$ cat src/rtl/cht_pkg.sv
// Shared types, constants and width helpers for the chained hash table.
// No dependencies; every other file in rtl/ refers to it by scoped names.
package cht_pkg;

    localparam int BUCKETS_DEF    = 8;
    localparam int POOL_NODES_DEF = 64;
    localparam int VALUE_BITS_DEF = 64;

    localparam int KEY_W        = 31;
    localparam int STATUS_W     = 3;
    localparam int BUCKET_OUT_W = 3;
    localparam int VALUE_OUT_W  = 64;
    localparam int IN_TDATA_W   = 96;
    localparam int OUT_TDATA_W  = 72;
    localparam int QUEUE_DEPTH  = 2;

    typedef enum logic [STATUS_W-1:0] {
        ST_INSERTED  = 3'd0,
        ST_UPDATED   = 3'd1,
        ST_FOUND     = 3'd2,
        ST_NOT_FOUND = 3'd3,
        ST_POOL_FULL = 3'd4
    } t_status;

    typedef enum logic {
        OP_INSERT = 1'b0,
        OP_SEARCH = 1'b1
    } t_opcode;

    typedef enum logic [1:0] {
        F_IDLE,
        F_DIV,
        F_PUSH
    } t_front_state;

    typedef enum logic [1:0] {
        B_IDLE,
        B_HEAD,
        B_WALK,
        B_DONE
    } t_back_state;

    function automatic int bkt_w(input int buckets);
        return (buckets > 1) ? $clog2(buckets) : 1;
    endfunction

    // Width of one queued item: bucket, opcode, key and value.
    function automatic int item_w(input int buckets, input int value_bits);
        return bkt_w(buckets) + 1 + KEY_W + value_bits;
    endfunction

endpackage

$ cat src/rtl/cht_front.sv
// Front end of the chained hash table: accepts transactions and works out the bucket.
// Depends on cht_pkg.
module cht_front #(
    parameter int BUCKETS    = cht_pkg::BUCKETS_DEF,
    parameter int VALUE_BITS = cht_pkg::VALUE_BITS_DEF
) (
    input  logic                                            i_clk,
    input  logic                                            i_rst_n,
    input  logic                                            i_s_tvalid,
    output logic                                            o_s_tready,
    input  logic [cht_pkg::IN_TDATA_W-1:0]                  i_s_tdata,
    input  logic                                            i_s_tuser,
    output logic                                            o_push_valid,
    input  logic                                            i_push_ready,
    output logic [cht_pkg::item_w(BUCKETS, VALUE_BITS)-1:0] o_push_data
);

    localparam int BKT_W  = cht_pkg::bkt_w(BUCKETS);
    localparam int RCP_W  = cht_pkg::KEY_W + 1;
    localparam int PROD_W = cht_pkg::KEY_W + RCP_W;
    localparam int RCP_SH = cht_pkg::KEY_W + $clog2(BUCKETS);
    // Rounded-up reciprocal of BUCKETS; at this scale the product gives the exact
    // quotient of every key.
    localparam longint unsigned RCP_M =
        ((64'd1 << RCP_SH) + 64'(BUCKETS) - 64'd1) / 64'(BUCKETS);
    localparam logic [RCP_W-1:0] RCP_C  = RCP_W'(RCP_M);
    localparam logic [BKT_W-1:0] BKT_LO = BKT_W'(BUCKETS);

    cht_pkg::t_front_state r_state, n_state;

    logic                        r_op;
    logic [cht_pkg::KEY_W-1:0]   r_key;
    logic [VALUE_BITS-1:0]       r_val;
    logic [PROD_W-1:0]           r_prod;
    logic [BKT_W-1:0]            w_quo_lo;
    logic [BKT_W-1:0]            w_rem;
    logic                        w_accept;

    assign w_accept = i_s_tvalid && o_s_tready;

    // The remainder is below BUCKETS, so the low bits of the key and of the
    // quotient are enough to form it.
    assign w_quo_lo = r_prod[RCP_SH +: BKT_W];
    assign w_rem    = r_key[BKT_W-1:0] - w_quo_lo * BKT_LO;

    always_comb begin
        n_state = r_state;
        unique case (r_state)
            cht_pkg::F_IDLE: begin
                if (i_s_tvalid) begin
                    n_state = cht_pkg::F_DIV;
                end
            end
            cht_pkg::F_DIV: begin
                n_state = cht_pkg::F_PUSH;
            end
            cht_pkg::F_PUSH: begin
                if (i_push_ready) begin
                    n_state = i_s_tvalid ? cht_pkg::F_DIV : cht_pkg::F_IDLE;
                end
            end
            default: n_state = cht_pkg::F_IDLE;
        endcase
    end

    always_comb begin
        o_s_tready   = 1'b0;
        o_push_valid = 1'b0;
        unique case (r_state)
            cht_pkg::F_IDLE: o_s_tready = 1'b1;
            cht_pkg::F_DIV:  o_s_tready = 1'b0;
            cht_pkg::F_PUSH: begin
                o_push_valid = 1'b1;
                o_s_tready   = i_push_ready;
            end
            default: o_s_tready = 1'b0;
        endcase
    end

    assign o_push_data = {w_rem, r_op, r_key, r_val};

    always_ff @(posedge i_clk) begin
        if (!i_rst_n) begin
            r_state <= cht_pkg::F_IDLE;
        end else begin
            r_state <= n_state;
        end
    end

    always_ff @(posedge i_clk) begin
        if (w_accept) begin
            r_op  <= i_s_tuser;
            r_key <= i_s_tdata[cht_pkg::KEY_W-1:0];
            r_val <= VALUE_BITS'(i_s_tdata[cht_pkg::KEY_W +: cht_pkg::VALUE_OUT_W]);
        end
        if (r_state == cht_pkg::F_DIV) begin
            r_prod <= PROD_W'(r_key) * PROD_W'(RCP_C);
        end
    end

`ifndef NO_ASSERTIONS
    a_rem_range: assert property (@(posedge i_clk) disable iff (!i_rst_n)
        (r_state == cht_pkg::F_PUSH) |-> ({1'b0, w_rem} < (BKT_W + 1)'(BUCKETS)))
        else $error("bucket remainder out of range");
`endif

endmodule

$ cat config.mk
export PLATFORM = sky130hd
export DESIGN_NAME = cht_front
export DESIGN_NICKNAME = d
export VERILOG_FILES = /design/src/rtl/cht_pkg.sv /design/src/rtl/cht_front.sv
export SDC_FILE = /design/constraint.sdc
export NUM_CORES = 1
export LEC_CHECK = 0
export BUFFER_PORTS_ARGS = -buffer_cell sky130_fd_sc_hd__buf_4
export CORE_ASPECT_RATIO = 2
export CORE_MARGIN = 3
export CORE_UTILIZATION = 35
export CTS_CLUSTER_DIAMETER = 60
export DETAILED_ROUTE_END_ITERATION = 16
export GPL_TIMING_DRIVEN = 0
export PLACE_DENSITY = 0.74
export SETUP_SLACK_MARGIN = 0.3
export SYNTH_ARGS = -nofsm -noshare
export SYNTH_HDL_FRONTEND = slang
export SYNTH_SLANG_ARGS = --single-unit
$ cat constraint.sdc
create_clock -name i_clk -period 25.6 [get_ports i_clk]
set_input_delay 3.84 -clock i_clk [delete_from_list [all_inputs] [get_ports i_clk]]
set_output_delay 3.84 -clock i_clk [all_outputs]
set_load 0.02 [all_outputs]
==> flow_summary_export.csv, run 1 <==
group,metric,value,unit
setup_path,slowest_stage,"buf_4",
synthesis,synth_area_leaders,"edfxtp_1, dfxtp_1, buf_4",
grt,grt_overflow,0,
detailed_routing,drtIter0Drc,121,
setup_path,cp-start-kind,"primary input",
hold_path,min_from,"r_state[0]",
detailed_routing,ant_nets,0,
place,place_hpwl,5851,microns
synthesis,synth_flop_cell,"edfxtp_1",
sta,fmax,122.5,MHz
floorplanning,rows,47,
setup_path,cp_top_family,"buffers and inverters",
sta,rsz0062_at_grt,"no",
final_layout,finalNetCount,429,
clock_tree,insertion_delay,0.33,ns
sta,slew_headroom,49.47,%
synthesis,netlist_area,3022,sq um
sta,worst_pin_slew,0.7546,ns
floorplanning,chipWidth,71.70,microns
synthesis,synthCells,110,
floorplanning,start_util,36.19,%
synthesis,synth_edf_count,96,
setup_path,required,21.76,ns
place,dpl_worst_slack,17.44,ns
setup_path,cp_common_cell,"buf_4",
setup_path,critical_path_class,"in -> out",
synthesis,synthArstFlopShare,0,%
synthesis,synth-seq-area-share,96.73,%
clock_tree,clock_sinks,98,
final_layout,fillerInstances,651,
sta,final_max_slew_viol_count,0,
synthesis,postSynthAreaPerCell,27.47,sq um
flow_run,drv_cap,0,
clock_tree,holdBufCountCts,0,
setup_path,critPathCaptureType,"primary output",
final_layout,diodes,0,
synthesis,yosysTopAreaCell,"edfxtp_1",
sta,tns,0,ns
detailed_routing,vias_per_cell,4.350,
sta,hold_viol_final,0,
floorplanning,ios,202,
synthesis,synthTopCellsByCount,"edfxtp_1, buf_4, dfxtp_1",
setup_path,slowest_delay,0.16,ns
grt,grt_pass1_wl,10120,microns
final_layout,drive_above_1_share,68.17,%
sta,setup_slack,17.44,ns
power_and_ir_drop,vdd_drop_max,0.04725,mV
setup_path,r2r-end,"r_val[31]",
detailed_routing,drt_first_pass_iters,4,
clock_tree,cts.htree.levels,3,
detailed_routing,drt-total-wl,7252,microns
grt,grt_max_degree,16,
power_and_ir_drop,p_per_area,74.49,nW/um^2
sta,finalSetupViolations,0,
setup_path,crit_chain,"buf_4 > nor2b_4 > nor2_1 > buf_4",
sta,period_needed,8.162,ns
status,outcome,"complete, no violations",
place,portBuffers,200,
hold_path,whs_endpoint,"r_state[0]",
setup_path,r2r_slack,23.55,ns
clock_tree,clkSlewWorstSetupHoldPaths,0.06,ns
place,place_inst,415,
setup_path,setup.worst_path.start,"i_push_ready",
power_and_ir_drop,p_leak,2.136,nW
sta,min_period_over_period,31.88,%
setup_path,worst-path-buf-inv,2,
synthesis,synth_fp_nets,211,
hold_path,hold_depth,1,
synthesis,synth.most_common_cell,"edfxtp_1",
final_layout,areaGrowthSynthToFinish,66.83,%
floorplanning,die_h,137.4,microns
floorplanning,core,8351,sq um
clock_tree,cts_max_path_buffers,2,
detailed_routing,route.detailed.drc,0,
setup_path,reg2reg_from,"r_state[1]",
synthesis,yosysTopAreaCellShare,95.40,%
sta,fin_worst_skew,0.007166,ns
setup_path,ff2ff_path_depth,5,
hold_path,hp-class,"reg -> reg",
grt,gr-usage-all-layers,14.15,%
clock_tree,cts_resized,0,
grt,grt_pass1_vias,1971,
clock_tree,numCtsBuffers,9,
final_layout,final_cells,431,
clock_tree,cts_tree,"yes",
synthesis,ys_ff_latch,98,
setup_path,arrival,4.32,ns
place,gp_congestion,0.7357,
clock_tree,cts_setup_buffers,0,
setup_path,critPathMaxFanout,3,
clock_tree,root_buffer,"clkbuf_16",
detailed_routing,wire_per_inst,16.83,microns
synthesis,yosys_warnings,0,
power_and_ir_drop,power,0.3755,mW
detailed_routing,dr_total_vias,1875,
floorplanning,die_area,9852,sq um
synthesis,ys_types,11,
grt,antenna_found_initial,0,
-- area by class of cell --
cell class / count / area, sq um / area share, %
clock buffer: 11 / 232.7 / 4.617
inverter: 1 / 3.754 / 0.07446
buffer: 4 / 30.03 / 0.5957
multi-input combinational: 7 / 70.07 / 1.390
tap: 98 / 122.6 / 2.432
timing repair buffer: 207 / 1580 / 31.35
sequential: 98 / 2923 / 57.98
clock inverter: 5 / 78.83 / 1.564
-- registers in the layout, indices dropped and copies added (netlist names) --
signal   flops
r_op         1
r_state      2
r_key       31
r_val       64
-- power by group --
part	leakage [nW]	internal [mW]	switching, mW
Combinational	1.05	0.0236	0.0239
Clock	0.143	0.0853	0.0513
Sequential	0.938	0.189	0.00287
Total	2.14	0.298	0.0780
-- metal layers --
layer / routed length (microns) / up-vias / global-route usage [%]
met5: 0 / - / 0
met4: 165 / 0 / 7.427
met3: 588 / 10 / 5.186
met2: 4343 / 103 / 25.72
met1: 2153 / 892 / 13.51
li1: - / 870 / -
-- kinds of logic (layout without fill, tap and decap cells) --
group	count (synthesis)	after routing	synth area share, %
buffers and inverters	5	228	1.118
AO/OA/AOI/OAI	1	1	0.2899
AND/OR/NAND/NOR	6	6	1.864
flip-flops	98	98	96.73
-- worst max path at each step --
| stage | endpoint | slack (ns) | cells after the start |
|---|---|---|---|
| after CTS | o_s_tready | 17.43 | 4 |
| final | o_s_tready | 17.44 | 4 |
| after global placement | r_key[0] | 11.87 | 3 |
| after global routing | o_s_tready | 17.42 | 4 |
| after floorplan | r_key[0] | 14.07 | 2 |
| after detailed placement | o_s_tready | 17.44 | 4 |
-- cells in the final DEF (no fill, tap or decap), drive strengths merged --
| cell | instances |
|---|---|
| inv | 1 |
| nor4bb | 1 |
| dfxtp | 2 |
| clkbuf | 11 |
| edfxtp | 96 |
| nor3b | 1 |
| a31o | 1 |
| and3b | 1 |
| clkinvlp | 2 |
| buf | 211 |
| nor2 | 1 |
| clkinv | 1 |
| nor2b | 2 |
| bufinv | 2 |
-- metrics by stage --
step	util, %	hold WS [ns]	cell area [sq um]
2_1_floorplan	-	0.4731	3022
3_3_place_gp	55.63	0.4883	4646
3_5_place_dp	56.64	0.5397	4730
4_1_cts	60.37	0.5558	5041
5_1_grt	60.37	0.5806	5041
6_report	60.37	0.5637	5041
No activity file was read; power rests on OpenSTA's default activity.
==> run 2, diff against run 1 <==
--- a/config.mk
+++ b/config.mk
@@ -12,7 +12,7 @@
 export CTS_CLUSTER_DIAMETER = 60
 export DETAILED_ROUTE_END_ITERATION = 16
 export GPL_TIMING_DRIVEN = 0
-export PLACE_DENSITY = 0.74
+export PLACE_DENSITY = 0.77
 export SETUP_SLACK_MARGIN = 0.3
 export SYNTH_ARGS = -nofsm -noshare
 export SYNTH_HDL_FRONTEND = slang
==> constraint.sdc (replaced) <==
create_clock -name i_clk -period 7.5 [get_ports i_clk]
set_input_delay 1.125 -clock i_clk [delete_from_list [all_inputs] [get_ports i_clk]]
set_output_delay 1.125 -clock i_clk [all_outputs]
set_load 0.02 [all_outputs]
==> flow_summary_export.csv, run 2 (synthesis gave the netlist of run 1 again) <==
group,metric,value,unit
sta,fin_worst_skew,0.004095,ns
detailed_routing,vias_per_cell,4.449,
sta,fmax,362.5,MHz
sta,final_max_slew_viol_count,0,
final_layout,largestRegisters,"r_val x64, r_key x31, r_state x2",
place,place_inst,413,
final_layout,largest_reg_flops,64,
detailed_routing,drt-total-wl,7607,microns
grt,grt_pass1_wl,10690,microns
sta,period_needed,2.759,ns
sta,min_period_over_period,36.78,%
detailed_routing,drtIter0Drc,69,
clock_tree,insertion_delay,0.33,ns
final_layout,diodes,0,
final_layout,drive_above_1_share,68.48,%
detailed_routing,dr_wl_met2,4263,microns
setup_path,arrival,1.63,ns
status,outcome,"complete, no violations",
final_layout,final_cells,428,
floorplanning,core,8351,sq um
grt,grt_overflow,0,
setup_path,slowest_stage,"nor2b_4",
sta,slew_headroom,57.48,%
place,gp_congestion,0.7200,
floorplanning,ios,202,
sta,worst_pin_slew,0.6372,ns
clock_tree,numCtsBuffers,9,
clock_tree,cts_resized,0,
sta,hold_ws,0.5768,ns
hold_path,hold_depth,1,
detailed_routing,route.detailed.drc,0,
sta,tns,0,ns
final_layout,final_cell_mix,"buf_4, edfxtp_1, clkbuf_16, buf_8, bufinv_16",
detailed_routing,wire_per_inst,17.77,microns
grt,grt_pass1_vias,2039,
power_and_ir_drop,power,1.318,mW
setup_path,cp-start-kind,"primary input",
place,portBuffers,200,
clock_tree,cts_max_path_buffers,2,
setup_path,critPathMaxFanout,3,
flow_run,drv_cap,0,
clock_tree,cts_setup_buffers,0,
hold_path,hp-class,"reg -> reg",
final_layout,multiInputGateArea,76.32,sq um
grt,gr-usage-all-layers,15.09,%
final_layout,areaGrowthSynthToFinish,67.58,%
setup_path,crit_chain,"buf_4 > nor2b_4 > nor2_1 > buf_4",
place,place_hpwl,6113,microns
final_layout,regMostFlops,"r_val",
clock_tree,holdBufCountCts,0,
hold_path,whs_endpoint,"r_state[0]",
setup_path,cp_common_cell,"buf_4",
power_and_ir_drop,vdd_drop_max,0.1622,mV
power_and_ir_drop,internal_power,1.047,mW
setup_path,required,6.38,ns
setup_path,slowest_delay,0.16,ns
floorplanning,rows,47,
grt,grt_max_degree,22,
floorplanning,start_util,36.19,%
final_layout,mostFrequentLayoutCell,"buf_4",
setup_path,reg2reg_from,"r_state[1]",
power_and_ir_drop,p_leak,2.147,nW
final_layout,fillerInstances,676,
power_and_ir_drop,pwr-share-clk,38.0,%
detailed_routing,dr_total_vias,1904,
power_and_ir_drop,combPwrFrac,12.4,%
hold_path,min_from,"r_state[0]",
detailed_routing,top_layer,"met4",
clock_tree,root_buffer,"clkbuf_16",
clock_tree,clkSlewWorstSetupHoldPaths,0.06,ns
clock_tree,cts_tree,"yes",
floorplanning,die_h,137.4,microns
floorplanning,chipWidth,71.70,microns
sta,hold_viol_final,0,
power_and_ir_drop,p_seq_share,49.6,%
setup_path,ff2ff_path_depth,5,
detailed_routing,dr_wl_met3,551,microns
clock_tree,clock_sinks,98,
floorplanning,die_area,9852,sq um
setup_path,r2r-end,"r_key[0]",
power_and_ir_drop,swShare,20.58,%
final_layout,regArea,2923,sq um
setup_path,critical_path_class,"in -> out",
final_layout,finalNetCount,427,
sta,rsz0062_at_grt,"no",
clock_tree,cts.htree.levels,3,
grt,antenna_found_initial,0,
sta,finalSetupViolations,0,
detailed_routing,wl_met1,2337,microns
place,dpl_worst_slack,4.687,ns
setup_path,r2r_slack,5.54,ns
setup_path,critPathCaptureType,"primary output",
sta,setup_slack,4.741,ns
detailed_routing,drt_first_pass_iters,4,
power_and_ir_drop,switchingPower,0.2712,mW
power_and_ir_drop,p_per_area,260.3,nW/um^2
detailed_routing,ant_nets,0,
run 2: layout make-up:
cell class | instances | area share [%]
repair buffers | 205 | 31.13
inverters | 1 | 0.07413
plain buffers | 4 | 0.5930
well taps | 98 | 2.422
clock buffers | 9 | 4.448
flip-flops and latches | 98 | 57.72
clock inverters | 6 | 2.100
multi-input cells | 7 | 1.507
run 2: worst max-delay path by stage:
stage | end | cells after the start | from
2_1_floorplan | r_key[0] | 2 | i_push_ready
3_3_place_gp | r_key[0] | 3 | i_push_ready
3_5_place_dp | r_key[0] | 6 | i_push_ready
4_1_cts | o_s_tready | 4 | i_push_ready
5_1_grt | o_s_tready | 4 | i_push_ready
6_report | o_s_tready | 4 | i_push_ready
run 2: metrics by stage:
step           area (sq um)  util (%)
5_1_grt                5064     60.64
3_5_place_dp           4732     56.67
6_report               5064     60.64
3_3_place_gp           4651     55.69
4_1_cts                5064     60.64
2_1_floorplan          3027         -
run 2: critical path, delay by kind of cell:
kind / cells / cell delay, ns
and+or+nand+nor: 2 / 0.22
buffers and inverters: 2 / 0.28
run 2: power groups by stage:
stage	combinational, mW	clock [mW]	sequential [mW]
finish	0.164	0.501	0.654
global route	0.172	0.539	0.657
CTS	0.166	0.514	0.654
detailed placement	0.166	0	0.666
global placement	0.154	0	0.670
floorplan	0.0180	0	0.712
run 2: per-layer routing:
layer  global-route usage (%)  vias up
met5                        0        -
met4                    10.67        0
met3                    5.917       31
met2                    25.36      113
met1                    14.81      896
li1                         -      864
