--- config.mk ---
export PLATFORM = sky130hd
export DESIGN_NAME = cht_fifo
export DESIGN_NICKNAME = d
export VERILOG_FILES = /design/src/rtl/cht_pkg.sv /design/src/rtl/cht_fifo.sv
export SDC_FILE = /design/constraint.sdc
export NUM_CORES = 1
export LEC_CHECK = 0
export ABC_AREA = 0
export BUFFER_PORTS_ARGS = -buffer_cell sky130_fd_sc_hd__buf_2
export CORE_UTILIZATION = 49
export DETAILED_ROUTE_END_ITERATION = 6
export PLACE_DENSITY = 0.75
export SLEW_MARGIN = 0
export SYNTH_ARGS = -nofsm -noshare
export SYNTH_HDL_FRONTEND = slang
export SYNTH_SLANG_ARGS = --single-unit
--- constraint.sdc ---
create_clock -name i_clk -period 2.1 [get_ports i_clk]
set_input_delay 0.21 -clock i_clk [delete_from_list [all_inputs] [get_ports i_clk]]
set_output_delay 0.21 -clock i_clk [all_outputs]
set_load 0.02 [all_outputs]
--- src/rtl/cht_pkg.sv ---
// Shared types, constants and width helpers for the chained hash table.
// No dependencies; every other file in rtl/ refers to it by scoped names.
package cht_pkg;

    localparam int BUCKETS_DEF    = 8;
    localparam int POOL_NODES_DEF = 64;
    localparam int VALUE_BITS_DEF = 64;

    localparam int KEY_W        = 31;
    localparam int STATUS_W     = 3;
    localparam int BUCKET_OUT_W = 3;
    localparam int VALUE_OUT_W  = 64;
    localparam int IN_TDATA_W   = 96;
    localparam int OUT_TDATA_W  = 72;
    localparam int QUEUE_DEPTH  = 2;

    typedef enum logic [STATUS_W-1:0] {
        ST_INSERTED  = 3'd0,
        ST_UPDATED   = 3'd1,
        ST_FOUND     = 3'd2,
        ST_NOT_FOUND = 3'd3,
        ST_POOL_FULL = 3'd4
    } t_status;

    typedef enum logic {
        OP_INSERT = 1'b0,
        OP_SEARCH = 1'b1
    } t_opcode;

    typedef enum logic [1:0] {
        F_IDLE,
        F_DIV,
        F_PUSH
    } t_front_state;

    typedef enum logic [1:0] {
        B_IDLE,
        B_HEAD,
        B_WALK,
        B_DONE
    } t_back_state;

    function automatic int bkt_w(input int buckets);
        return (buckets > 1) ? $clog2(buckets) : 1;
    endfunction

    // Width of one queued item: bucket, opcode, key and value.
    function automatic int item_w(input int buckets, input int value_bits);
        return bkt_w(buckets) + 1 + KEY_W + value_bits;
    endfunction

endpackage

--- src/rtl/cht_fifo.sv ---
// Short queue between the front end and the chain walker of the hash table.
// Depends on cht_pkg for its default depth.
module cht_fifo #(
    parameter int WIDTH = 8,
    parameter int DEPTH = cht_pkg::QUEUE_DEPTH
) (
    input  logic             i_clk,
    input  logic             i_rst_n,
    input  logic             i_push_valid,
    output logic             o_push_ready,
    input  logic [WIDTH-1:0] i_push_data,
    output logic             o_pop_valid,
    input  logic             i_pop_ready,
    output logic [WIDTH-1:0] o_pop_data
);

    localparam int PTR_W = (DEPTH > 1) ? $clog2(DEPTH) : 1;
    localparam int CNT_W = $clog2(DEPTH + 1);
    localparam logic [PTR_W-1:0] PTR_LAST = PTR_W'(DEPTH - 1);
    localparam logic [CNT_W-1:0] CNT_FULL = CNT_W'(DEPTH);

    logic [WIDTH-1:0] r_mem [DEPTH];
    logic [PTR_W-1:0] r_wptr, r_rptr;
    logic [CNT_W-1:0] r_count;
    logic             w_push, w_pop;

    assign o_push_ready = (r_count != CNT_FULL);
    assign o_pop_valid  = (r_count != '0);
    assign o_pop_data   = r_mem[r_rptr];
    assign w_push       = i_push_valid && o_push_ready;
    assign w_pop        = o_pop_valid && i_pop_ready;

    always_ff @(posedge i_clk) begin
        if (!i_rst_n) begin
            r_wptr  <= '0;
            r_rptr  <= '0;
            r_count <= '0;
        end else begin
            if (w_push) begin
                r_wptr <= (r_wptr == PTR_LAST) ? '0 : r_wptr + PTR_W'(1);
            end
            if (w_pop) begin
                r_rptr <= (r_rptr == PTR_LAST) ? '0 : r_rptr + PTR_W'(1);
            end
            if (w_push && !w_pop) begin
                r_count <= r_count + CNT_W'(1);
            end else if (w_pop && !w_push) begin
                r_count <= r_count - CNT_W'(1);
            end
        end
    end

    always_ff @(posedge i_clk) begin
        if (w_push) begin
            r_mem[r_wptr] <= i_push_data;
        end
    end

endmodule

==> impl_metrics.toml, run 1 <==
[global_route]
grt_pass1_vias = 475
grt_use_total_pct = 15.1
grt_pass1_wl_mm = 1.89
grt_max_degree = 13
grt_overflow = 0
antenna_found_initial = 0

[timing]
relSlewSlack_pct = 74.3
worstMarginPinSlew_ns = 0.386
fin_crit_sh_pct = 75.8
tns_ns = 0
rsz0062_at_grt = "no"
fmax_mhz = 629
final-setup-viol-count = 0
fin_worst_skew_ns = 0.00733
drv_slew = 0
finalHoldWorstSlack_ns = 0.0957
fin_crit_ns = 1.59
hold_viol = 0

[pwr]
vdd_ir_drop_max_v = 0.000840
leakagePower_nw = 0.390
power_mw = 1.15
power_density_mw_per_mm2 = 1200

[finish]
area_delta_synth_final_pct = 18.2
final_layout_size_suffix_gt1_share_pct = 48.6
fillers = 120
fin_util_pct = 62.8
stdcell_area_um2 = 957
nNetsFinal = 88
antenna_cells = 0

[placed_design]
placedInstanceArea_um2 = 930
dp_hpwl_um = 862
io_buffers = 21
gp_congestion = 0.684

[die]
ioPinCount = 22
dieArea_mm2 = 0.00182
core-area_mm2 = 0.00152
initial_core_util_pct = 53.1
die_w_um = 42.6
die_h_um = 42.6
row_count = 14

[synthesis]
synth_top_area_share_pct = 59.4
syn_area_per_cell_um2 = 16.2
ys_seq_elements = 21
synth.area.top_cells = "edfxtp_1 (59%), dfxtp_1 (12%), mux2_2 (11%)"
yosys.cell_types.count = 17
synthFlopType = "edfxtp_1"
synth_commonest_cells = "edfxtp_1 (16), mux2_2 (8), dfxtp_1 (5), nor2_1 (3), xor2_1 (3)"
yosysMostFrequentCell = "edfxtp_1"
synth_warnings = 0
yosys.area.top_type = "edfxtp_1"
synth.cell_area_um2 = 810
synth_edf_count = 16
synth_nets = 63
seq_area_frac_synth_pct = 71.7
syn_inst = 50
ys_async_sr_fraction_pct = 0

[route]
wl_per_cell_um = 12.8
ant_nets = 0
vias = 464
post-route-drc-count = 0
drt_first_pass_iters = 2
viasPerCell = 5.16
wl_mm = 1.15
first_iter_violations = 11

[clock_network]
cts_hold_buffers = 0
cts_setup_buffers = 0
cts_sinks = 21
numCtsBuffers = 3
cts_resized = 0
htree_levels = 1
path_clk_slew_ns = 0.11
clk_path_buf_depth = 2
ctsRootBufferMaster = "clkbuf_4"
insertion_delay_ns = 0.29
cts_tree = "done"

[setup_path]
path_max_fanout = 8
worstPathCellList = "mux2_2 -> buf_2"
critical_path_class = "reg -> out"
cp-end-kind = "output port"
critical-path-slowest-cell = "dfxtp_1"
setup.worst_path.start_class = "flip-flop"
critical_path_required_ns = 1.89
cp_slowest_stage_delay_ns = 0.54
arrival_ns = 1.38

[job]
cap_violations = 0

[status]
status = "finished clean"

[min_path]
hold_path.class = "in -> reg"
==> logic make-up (layout without fill, tap and decap cells) <==
kind of cell,after synthesis,in the layout,synth area share [%]
adder cells (fa/ha/maj),1,1,1.55
AND/OR/NAND/NOR,9,9,7.11
XOR/XNOR,3,3,3.25
multiplexers,8,8,11.1
AO/OA/AOI/OAI,5,5,3.71
buffers and inverters,3,27,1.55
flip-flops,21,21,71.7
==> placed cells by master, fill, tap and decap left out, types with 2 or more instances in the layout <==
cell type,count
clkbuf_4,3
dfxtp_1,5
a21oi_1,2
buf_2,21
edfxtp_1,16
xor2_1,3
o21ai_0,2
mux2_2,8
inv_1,2
nor2_1,3
==> layout make-up <==
type	count	area, um2	area share [%]
Tap cell	16	20.0	2.09
Inverter	2	7.51	0.784
Clock inverter	1	5.00	0.523
Multi-Input combinational cell	26	216	22.6
Clock buffer	3	22.5	2.35
Sequential cell	21	581	60.7
Timing Repair Buffer	21	105	11.0
==> per-layer routing <==
layer	part of all wire (%)	up-vias	routed length [um]	track usage (%)
met3	4.4	2	51	5.17
met4	1.6	0	18	7.50
met1	42	220	485	16.9
met5	0	-	0	0
met2	52	13	597	25.2
li1	-	229	-	-
==> flip-flops by register name, indices dropped and copies added (netlist names), named ones only <==
register,cells
r_wptr,1
r_mem,16
r_count,2
r_rptr,1
==> path summary, 6_finish.rpt <==
path / slack, ns / startpoint / to / cells after the start
hold / removal: 0.1 / i_push_data[1] / r_mem[1][1] / 1
hold reg to reg: 0.53 / r_rptr / r_rptr / 2
setup / recovery: 0.51 / flip-flop / o_pop_data[2] / 2
setup reg to reg: 0.52 / r_count[0] / r_count[1] / 5
==> worst max-delay path, delay by kind of cell, from the launching register on <==
kind	cells	cell delay [ns]
buffers and inverters	1	0.16
flip-flops	1	0.54
multiplexers	1	0.38
==> power breakdown <==
part	switching, mW	internal, mW
clock network	0.112	0.0708
registers	0.0561	0.527
logic	0.205	0.174
total	0.373	0.772
==> stage by stage <==
stage               std cells  setup WS (ns)
detailed placement         86          0.550
finish                     90          0.509
global placement           86          0.595
CTS                        90          0.476
global route               90          0.427
floorplan                  50          0.576
Note: power is estimated with default switching activity, not from simulation.
==> run 2, diff against run 1 <==
Settings changed: ABC_AREA 0 to 1.
Clock period 2.1 ns to 1.5 ns, I/O delays scaled along.
==> impl_metrics.toml, run 2 <==
[synthesis]
syn_inst = 62
synth_warnings = 0
yosysMostFrequentCell = "edfxtp_1"
yosys.cell_types.count = 18
synthFlopType = "edfxtp_1"
synth.area.top_cells = "edfxtp_1 (57%), dfxtp_1 (12%), mux2_2 (11%)"
synth.cell_area_um2 = 836
synth_top_area_share_pct = 57.5
ys_async_sr_fraction_pct = 0
synth_commonest_cells = "edfxtp_1 (16), mux2_2 (8), nor2_1 (8), inv_1 (6), nand2_1 (6)"
synth_edf_count = 16
yosys.area.top_type = "edfxtp_1"
seq_area_frac_synth_pct = 69.5
ys_seq_elements = 21
synth_nets = 75
syn_area_per_cell_um2 = 13.5

[timing]
fmax_mhz = 710
fin_worst_skew_ns = 0.00433
final-setup-viol-count = 0
fin_crit_ns = 1.41
tns_ns = 0
drv_slew = 0
worstMarginPinSlew_ns = 0.202
fin_crit_sh_pct = 93.9
hold_viol = 0
rsz0062_at_grt = "no"
relSlewSlack_pct = 86.5
setup_slack_ns = 0.0914

[clock_network]
cts_sinks = 21
htree_levels = 1
clk_path_buf_depth = 2
cts_tree = "done"
insertion_delay_ns = 0.29
numCtsBuffers = 3
path_clk_slew_ns = 0.11
ctsRootBufferMaster = "clkbuf_4"

[global_route]
grt_pass1_wl_mm = 1.96
antenna_found_initial = 0
grt_use_total_pct = 14.4
grt_pass1_vias = 517
grt_max_degree = 13
grt_overflow = 0

[finish]
largest_reg_flops = 16
final_cell_mix = "buf_2 (21), edfxtp_1 (16), mux2_2 (8), nor2_1 (8)"
ff_latch_area_um2 = 582
largestRegisters = "r_mem: 16 flops, r_count: 2 flops"
antenna_cells = 0
multi_input_area_um2 = 219
fillers = 121
final_layout_size_suffix_gt1_share_pct = 47.7
final_common_cell = "buf_2"
area_delta_synth_final_pct = 19.6
regMostFlops = "r_mem"
nNetsFinal = 102

[pwr]
leakagePower_nw = 0.423
internal_power_mw = 1.08
p_seq_share_pct = 49.8
power_density_mw_per_mm2 = 1650
vdd_ir_drop_max_v = 0.000831
swShare_pct = 34.5
p_clk_share_pct = 15.5
p_comb_share_pct = 34.7
p_switching_uw = 567

[placed_design]
gp_congestion = 0.768
place_ws_ns = 0.189
dp_hpwl_um = 878
io_buffers = 21

[setup_path]
r2r_slack_ns = 0.16
critical_path_required_ns = 1.35
setup.worst_path.start_class = "flip-flop"
rr_endpoint = "r_count[1]"
arrival_ns = 1.26
path_max_fanout = 8
critical_path_class = "reg -> out"
r2r_cells = 8
rr_startpoint = "r_count[1]"
cp-end-kind = "output port"

[min_path]
hold_path.class = "in -> reg"
min_path_cells = 1
hold_path_end = "r_mem[0][4]"
hold_start = "i_push_data[4]"

[die]
initial_core_util_pct = 54.2
core-area_mm2 = 0.00154
ioPinCount = 22
row_count = 14
die_h_um = 43.3
dieArea_mm2 = 0.00187
die_w_um = 43.3

[route]
wl_mm = 1.14
first_iter_violations = 13
post-route-drc-count = 0
wl_per_cell_um = 11.0
viasPerCell = 4.93
vias = 513
ant_nets = 0
drt_first_pass_iters = 3

[job]
cap_violations = 0

[status]
status = "finished clean"
[run 2: worst max-delay path by stage]
stage                     startpoint             to  cells past startpoint
after floorplan           r_count[0]    r_mem[1][0]                      4
after global placement    r_count[1]     r_count[1]                      8
after detailed placement  r_count[1]     r_count[1]                      8
after CTS                  flip-flop  o_pop_data[1]                      2
after global routing      r_count[1]     r_count[1]                      8
final                      flip-flop  o_pop_data[1]                      2
[run 2: layer usage]
metal	GRT usage [%]	up-vias	part of all wire, %
met2	23.9	12	48
li1	-	265	-
met1	17.2	234	47
met3	3.83	2	3.7
met5	0	-	0
met4	7.27	0	1.0
[run 2: worst max-delay path: stages (launching register included)]
cell,delay [ns]
dfxtp_2,0.45
mux2_2,0.36
buf_2,0.16
[run 2: layout make-up]
cell class	instances	share of cell area (%)
clock buffer	3	2.25
clock inverter	1	0.501
inverter	8	3.13
multi-input combinational	32	21.9
sequential	21	58.2
tap	16	2.00
timing repair buffer	23	12.0
[run 2: through the flow]
step | hold slack [ns] | total power [mW] | std cells | util [%] | instance area (um2)
floorplan | 0.249 | 1.24 | 62 | - | 836
global placement | 0.338 | 1.40 | 100 | 63.0 | 971
detailed placement | 0.342 | 1.41 | 100 | 63.0 | 971
CTS | 0.0269 | 1.67 | 104 | 64.9 | 1000
global route | 0.0188 | 1.76 | 104 | 64.9 | 1000
finish | 0.0385 | 1.64 | 104 | 64.9 | 1000
[run 2: logic make-up after synthesis]
logic type,after synthesis,share of synthesized area [%]
AO/OA/AOI/OAI,4,2.84
adder cells (fa/ha/maj),1,1.50
buffers and inverters,9,4.34
flip-flops,21,69.5
multiplexers,8,10.8
AND/OR/NAND/NOR,19,11.1
[run 2: repair_timing]
| action | 4_1_cts | 5_1_grt |
|---|---|---|
| setup endpoints to repair | 8 | 0 |
| hold buffers | 0 | 0 |
| gates resized for setup | 1 | 0 |
| buffers inserted | 0 | 0 |
[run 2: power by group through the flow]
| stage | sequential, mW | clock [mW] | combinational, mW |
|---|---|---|---|
| final | 0.820 | 0.254 | 0.571 |
| after global routing | 0.836 | 0.287 | 0.637 |
| after CTS | 0.822 | 0.267 | 0.579 |
| after detailed placement | 0.832 | 0 | 0.579 |
| after global placement | 0.827 | 0 | 0.569 |
| after floorplan | 0.798 | 0 | 0.446 |
==> run 3, diff against run 2 <==
Settings changed: CORE_MARGIN set to 2.
Clock period 1.5 ns to 1.6 ns, I/O delays scaled along.
==> impl_metrics.toml, run 3 (synthesis gave the netlist of run 2 again) <==
[setup_path]
cp-endpoint = "o_pop_data[0]"
critical_path_required_ns = 1.44
arrival_ns = 1.24
r2r_cells = 6
path_max_fanout = 8
setup.worst_path.start_class = "flip-flop"
r2r_slack_ns = 0.21
cp-end-kind = "output port"
rr_endpoint = "r_count[0]"
rr_startpoint = "r_count[1]"
critical_path_class = "reg -> out"

[global_route]
grt_use_total_pct = 13.8
antenna_found_initial = 0
grt_pass1_wl_mm = 1.96
grt_overflow = 0
grt_max_degree = 12
grt_pass1_vias = 495

[route]
ant_nets = 0
wl_per_cell_um = 11.6
wl_mm = 1.23
first_iter_violations = 4
viasPerCell = 4.95
post-route-drc-count = 0
drt_first_pass_iters = 2
vias = 525

[die]
row_count = 14
die_h_um = 45.3
dieArea_mm2 = 0.00205
core-area_mm2 = 0.00156
die_w_um = 45.3
ioPinCount = 22
initial_core_util_pct = 53.6

[finish]
largest_reg_flops = 16
final_layout_size_suffix_gt1_share_pct = 47.8
regMostFlops = "r_mem"
largestRegisters = "r_mem: 16 flops, r_count: 2 flops"
final_common_cell = "buf_2"
fillers = 121
ff_latch_area_um2 = 582
antenna_cells = 0
multi_input_area_um2 = 219
area_delta_synth_final_pct = 21.3
final_cell_mix = "buf_2 (21), edfxtp_1 (16), mux2_2 (8), nor2_1 (8)"
fin_util_pct = 65.0
nNetsFinal = 104

[placed_design]
dp_hpwl_um = 957
io_buffers = 21
gp_congestion = 0.807

[timing]
rsz0062_at_grt = "no"
relSlewSlack_pct = 84.6
fin_crit_ns = 1.40
hold_viol = 0
worstMarginPinSlew_ns = 0.228
fmax_mhz = 716
fin_worst_skew_ns = 0.00519
drv_slew = 0
final-setup-viol-count = 0
fin_crit_sh_pct = 87.3
tns_ns = 0

[pwr]
power_density_mw_per_mm2 = 1540
vdd_ir_drop_max_v = 0.000956
p_comb_share_pct = 35.8
p_switching_uw = 538
p_clk_share_pct = 15.2
leakagePower_nw = 0.431
internal_power_mw = 1.03
p_seq_share_pct = 49.1
swShare_pct = 34.4

[clock_network]
insertion_delay_ns = 0.29
cts_tree = "done"
path_clk_slew_ns = 0.11
htree_levels = 1
ctsRootBufferMaster = "clkbuf_4"
numCtsBuffers = 3
cts_sinks = 21
clk_path_buf_depth = 2

[job]
cap_violations = 0

[min_path]
hold_path.class = "in -> reg"

[status]
status = "finished clean"
-- run 3: timing repair --
item / CTS / global route
hold buffers: 0 / 0
endpoints found under the setup margin: 0 / 7
buffers inserted: 0 / 0
gates resized for setup: 0 / 1
-- run 3: final cells by class --
| class | count | share of cell area, % |
|---|---|---|
| clock buffer | 4 | 2.59 |
| inverter | 8 | 3.09 |
| multi-input combinational | 32 | 21.6 |
| sequential | 21 | 57.4 |
| tap | 16 | 1.98 |
| timing repair buffer | 25 | 13.3 |
-- run 3: worst min-delay path by stage --
stage                              start  cells after the start          end  slack (ns)
after floorplan           i_push_data[0]                      0  r_mem[0][0]        0.26
after global placement    i_push_data[7]                      1  r_mem[0][7]        0.35
after detailed placement  i_push_data[2]                      1  r_mem[1][2]        0.35
after CTS                 i_push_data[2]                      1  r_mem[1][2]        0.04
after global routing      i_push_data[2]                      1  r_mem[1][2]        0.04
final                     i_push_data[6]                      1  r_mem[1][6]        0.05
-- run 3: per-stage QoR --
step	setup WS, ns	std cells	hold WS [ns]	power (mW)	instance area, um2
detailed placement	0.267	102	0.352	1.35	986
floorplan	0.253	62	0.259	1.17	836
CTS	0.0487	106	0.0411	1.58	1010
global route	0.0720	106	0.0404	1.66	1010
finish	0.203	106	0.0514	1.57	1010
global placement	0.318	102	0.348	1.32	986
-- run 3: per-layer routing --
metal	global-route usage [%]	vias to the layer above	wire, um
li1	-	266	-
met1	14.7	241	527
met2	24.3	14	613
met3	3.60	4	68
met4	8.24	0	16
met5	0	-	0
-- run 3: worst max-delay path, stage by stage, from the launching register on --
cell	delay (ns)
dfxtp_2	0.44
mux2_2	0.35
buf_2	0.16
-- run 3: power groups by stage --
stage / Combinational [mW] / Sequential (mW) / Clock (mW)
after global placement: 0.545 / 0.774 / 0
after CTS: 0.566 / 0.768 / 0.248
after floorplan: 0.418 / 0.748 / 0
after detailed placement: 0.564 / 0.781 / 0
final: 0.560 / 0.768 / 0.237
after global routing: 0.619 / 0.783 / 0.260
